<file path="config.mk">
export PLATFORM = sky130hd
export DESIGN_NAME = srl_cell
export DESIGN_NICKNAME = d
export VERILOG_FILES = /design/src/rtl/core/srl_pkg.sv /design/src/rtl/core/srl_cell.sv
export SDC_FILE = /design/constraint.sdc
export NUM_CORES = 1
export LEC_CHECK = 0
export ABC_AREA = 1
export BUFFER_PORTS_ARGS = -buffer_cell sky130_fd_sc_hd__buf_2
export CAP_MARGIN = 20
export CORE_MARGIN = 10
export CORE_UTILIZATION = 42
export DETAILED_ROUTE_END_ITERATION = 8
export MAX_ROUTING_LAYER = met4
export PLACE_DENSITY = 0.84
export SLEW_MARGIN = 20
export SYNTH_ARGS = -nofsm -noshare
export SYNTH_HDL_FRONTEND = slang
export SYNTH_SLANG_ARGS = --single-unit
</file>
<file path="constraint.sdc">
create_clock -name clk -period 3.05 [get_ports clk]
set_clock_uncertainty 0.05 [all_clocks]
set_input_delay 0.915 -clock clk [delete_from_list [all_inputs] [get_ports clk]]
set_output_delay 0.915 -clock clk [all_outputs]
set_load 0.005 [all_outputs]
</file>
<file path="src/rtl/core/srl_pkg.sv">
// Shared types and constants for the sorted record list.
// Used by every module of the block; no dependencies of its own.
package srl_pkg;

    localparam int CAPACITY_DEF = 32;
    localparam int KEY_W        = 32;
    localparam int GRADE_W      = 16;
    localparam int TAG_W        = 16;
    localparam int OP_W         = 3;
    localparam int STATUS_W     = 2;
    localparam int TOTAL_W      = 6;

    typedef enum logic [OP_W-1:0] {
        OP_INSERT    = 3'd0,
        OP_RM_FIRST  = 3'd1,
        OP_RM_LAST   = 3'd2,
        OP_RM_KEY    = 3'd3,
        OP_LOOKUP    = 3'd4
    } op_t;

    typedef enum logic [STATUS_W-1:0] {
        ST_OK        = 2'd0,
        ST_EMPTY     = 2'd1,
        ST_NOT_FOUND = 2'd2,
        ST_FULL      = 2'd3
    } status_t;

    typedef struct packed {
        logic signed [KEY_W-1:0] key;
        logic [GRADE_W-1:0]      grade;
        logic [TAG_W-1:0]        name_tag;
    } rec_t;

    // Control that the top level broadcasts to every cell of the row.
    typedef struct packed {
        logic cmp_en;
        logic upd_ins;
        logic upd_rm_first;
        logic upd_rm_key;
    } cell_cmd_t;

endpackage

</file>
<file path="src/rtl/core/srl_cell.sv">
// One cell of the record row: holds one record and its compare flags.
// Depends on srl_pkg for the record and command types.
module srl_cell
(
    input  logic                            clk,
    input  logic                            rst_n,
    input  srl_pkg::cell_cmd_t              cmd,
    input  logic signed [srl_pkg::KEY_W-1:0] cmp_key,
    input  logic                            occ,
    input  srl_pkg::rec_t                   new_rec,
    input  srl_pkg::rec_t                   left_rec,
    input  srl_pkg::rec_t                   right_rec,
    input  logic                            left_less,
    output srl_pkg::rec_t                   rec,
    output logic                            less,
    output logic                            match
);
    import srl_pkg::*;

    rec_t rec_reg;
    rec_t rec_next;
    logic less_reg;
    logic match_reg;

    always_comb
    begin
        rec_next = rec_reg;
        if (cmd.upd_ins)
        begin
            // The new record lands where the less-than flags change from one to zero;
            // everything from there on moves one place toward the tail.
            if (left_less && !less_reg)
            begin
                rec_next = new_rec;
            end
            else if (!left_less)
            begin
                rec_next = left_rec;
            end
        end
        else if (cmd.upd_rm_first)
        begin
            rec_next = right_rec;
        end
        else if (cmd.upd_rm_key && !less_reg)
        begin
            rec_next = right_rec;
        end
    end

    always_ff @(posedge clk)
    begin
        rec_reg <= rec_next;
    end

    always_ff @(posedge clk or negedge rst_n)
    begin
        if (!rst_n)
        begin
            less_reg  <= 1'b0;
            match_reg <= 1'b0;
        end
        else if (cmd.cmp_en)
        begin
            less_reg  <= occ && (rec_reg.key < cmp_key);
            match_reg <= occ && (rec_reg.key == cmp_key);
        end
    end

    assign rec   = rec_reg;
    assign less  = less_reg;
    assign match = match_reg;

endmodule

</file>
==> results by group <==
Outcome
  – Outcome: complete, no violations

Clock network
  – H-tree Lvls: 3
  – CTS tree: built
  – Clock buffer depth: 2
  – Post-CTS sizing: 0
  – Root buf cell: clkbuf_8
  – Post-CTS setup buffer count: 0
  – CTS Buf Count: 9
  – Hold Buf Count CTS: 0
  – Clock sink count: between 60 and 70
  – Clock Pin Slew Worst Setup and Hold Paths: about 0.070 ns
  – Clock latency on the worst-skew pair: around 0.33 ns

Power
  – PD cells: 470 nW/um2
  – Total Power: about 2800 uW
  – Sw Ratio: a little under a third
  – Net Sw Power: roughly 860 uW
  – Leakage: 0.00310 uW
  – Combinational power share: approximately 28%
  – Clock share of power: roughly 29%
  – Flop pwr share: a little over two fifths
  – Worst vdd ir: around 0.29 mV
  – Cell-internal power: between 1500 and 2000 uW

Cells and area
  – Fin util: ~62%
  – Largest register FFs: 64
  – Share of layout cells above drive strength 1: around two fifths
  – Antenna diode count: 0
  – Fillers: 900
  – Nets: ~1100
  – Design area: around 6000 um2
  – Area growth, synth to finish: 44.1%
  – Finished Layout Cells: about 940

Setup path
  – WP depth: 14
  – Crit path buffers/inverters: 2
  – Setup crit start kind: primary input
  – WS Path Type: primary input to flip-flop
  – Worst-path cell chain: buf_2, inv_1, ha_1, nand2_1, nor2_1, nand2_1, nor2_1, nand2_1, nand4_1, nand2_1, nand2_1, nand2_1, nand3_1, nand2_1
  – R2R depth: 12
  – CP Data Arrival Time: ~2.2 ns
  – Max FO, Critical Path: 2
  – Top delay family on crit path: simple AND/OR/NAND/NOR gates
  – CP Capture Type: flip-flop
  – Max incr delay on CP: 0.28 ns
  – Required @ worst endpoint: approximately 3.2 ns
  – Slowest-stage cell, CP: ha_1
  – Critical Path Most Common Cell: nand2_1

Synthesis
  – Synth Warn #: 0
  – Largest family of logic cells by synthesized area: simple AND/OR/NAND/NOR gates
  – Post-synthesis sequential area ratio: 47.2%
  – Post-synth EDFFs: 64
  – Post-synthesis xor/xnor area fraction: 0%
  – Synth Cell Area: roughly 4200 um2
  – Complex-gate fraction of the synthesized area: 17.9%
  – Yosys top cell by area: edfxtp_1
  – Post-synthesis mux area share: 0%
  – Post-synth ARST share: 3.03%
  – Post-synthesis adder-cell area fraction: under 10%
  – Synth Flop Type: edfxtp_1
  – Synth area leaders: edfxtp_1 (46%), a21oi_1 (17%), ha_1 (9.6%), nand2_1 (9.5%), nor2_1 (6.3%)
  – Synth Area in Simple Gates: a little under a fifth
  – Netlist cell types: 26
  – Syn_nets: 774
  – Yosys top cell area share: a little under half
  – Synth top cells by count: a21oi_1 (139), nand2_1 (106), nor2_1 (70)
  – Flops & latches, synth: 66
  – Mapped Avg Cell Area: 8.20 um2
  – Count leader, synth: a21oi_1
  – Gate Count Post-Synth: approximately 500

STA
  – Final hold violations: 0
  – Final TNS setup: 0 ns
  – Slew HR: 52.8%
  – Final worst path period need: a little over 2 ns
  – Slew Viols, Final: 0
  – RSZ-0062 raised after global routing: no
  – Worst-Margin Slew: between 0.7 and 0.8 ns
  – Max Fclk: roughly 490 MHz
  – Fin crit share: between 60% and 70%
  – Final setup fails: 0

Global route
  – Total GRT Usage: 20.8%
  – Initial antenna violation count: 0
  – Largest net degree at the start of global routing: 65
  – Vias in the first global route: 4594
  – First-pass GRT wire length: 23400 um
  – Grt ovf: 0

Floorplanning
  – Core Area: between 9000 and 10000 um2
  – Total Die Area: between 10000 and 15000 um2
  – Chip width: between 100 and 150 um
  – Boundary pin count: 298
  – Initial Utilization: 43.0%
  – Chip Height: around 120 um
  – Row Count: 36

Drt
  – Residual DRC count: 0
  – Wirelength per Cell: between 15 and 20 um
  – DRT Pass-1 Iters: 5
  – Detailed Route WL: 15500 um
  – Post-route ant nets: 0
  – Vias/cell: approximately 5
  – DR iter-0 viols: approximately 290
  – Via count: between 4000 and 5000

Placed design
  – PortBufs: roughly 300
  – Placed cells: 921
  – Hpwl dp: around 13000 um
  – Global placer's final weighted congestion: roughly 0.9
  – Area after DPL: roughly 5800 um2

Flow run
  – MaxCap Viol Count: 0

Worst hold path
  – Worst Hold Class: primary input to asynchronous set/reset pin
[final cells by class]
type / count / area (um2) / area share (%)
repair buffers: 304 / 1560 / 26.0
clock inverters: 7 / 93.8 / 1.56
inverters: 49 / 184 / 3.05
multi-input cells: 369 / 1920 / 31.9
flip-flops and latches: 66 / 1970 / 32.7
clock buffers: 9 / 124 / 2.06
well taps: 133 / 166 / 2.76
[power by group through the flow]
stage	logic, uW	clock network [uW]	registers, uW
final	805	811	1210
after global routing	909	872	1220
after CTS	809	832	1210
after detailed placement	806	0	1230
after global placement	795	0	1220
after floorplan	390	0	1240
[layer usage]
metal	routed length, um	global-route usage (%)	up-vias	share of wire, %
li1	-	-	2300	-
met1	6150	23.9	2076	40
met2	7860	35.3	258	51
met3	1280	5.63	16	8.3
met4	214	4.90	0	1.4
met5	0	-	-	0
[cell families (layout without fill, tap and decap cells)]
family,count (synthesis),after routing
buffers and inverters,75,369
AND/OR/NAND/NOR,191,191
AO/OA/AOI/OAI,146,146
flip-flops,66,66
adder cells (fa/ha/maj),32,32
[path summary, 6_finish.rpt]
path	start	to	slack [ns]
worst max-delay path	cmp_key[11]	less$_DFFE_PN0P_	1.01
worst min-delay path	rst_n	match$_DFFE_PN0P_	0.31
worst max register to register	rec[43]$_DFFE_PP_	less$_DFFE_PN0P_	1.27
worst min register to register	match$_DFFE_PN0P_	match$_DFFE_PN0P_	0.49
max in group asynchronous	rst_n	less$_DFFE_PN0P_	2.54
min in group clk	match$_DFFE_PN0P_	match$_DFFE_PN0P_	0.49
[stage by stage]
stage	setup slack, ns	hold WS (ns)
floorplan	0.00137	0.458
CTS	1.00	0.292
finish	1.01	0.312
global placement	0.656	0.449
detailed placement	0.641	0.482
global route	0.860	0.285
[layout by cell type (no fill, tap or decap), drive strengths merged, types with 2 or more instances in the layout]
master      n
clkbuf      9
buf       304
edfxtp     64
clkinvlp    2
a21oi     140
ha         32
nand2     108
inv        49
o21a        2
o21ai       2
clkinv      3
bufinv      2
nand3       5
nor2       73
nand4       2
dfrtp       2
No activity file was read; power rests on OpenSTA's default activity.
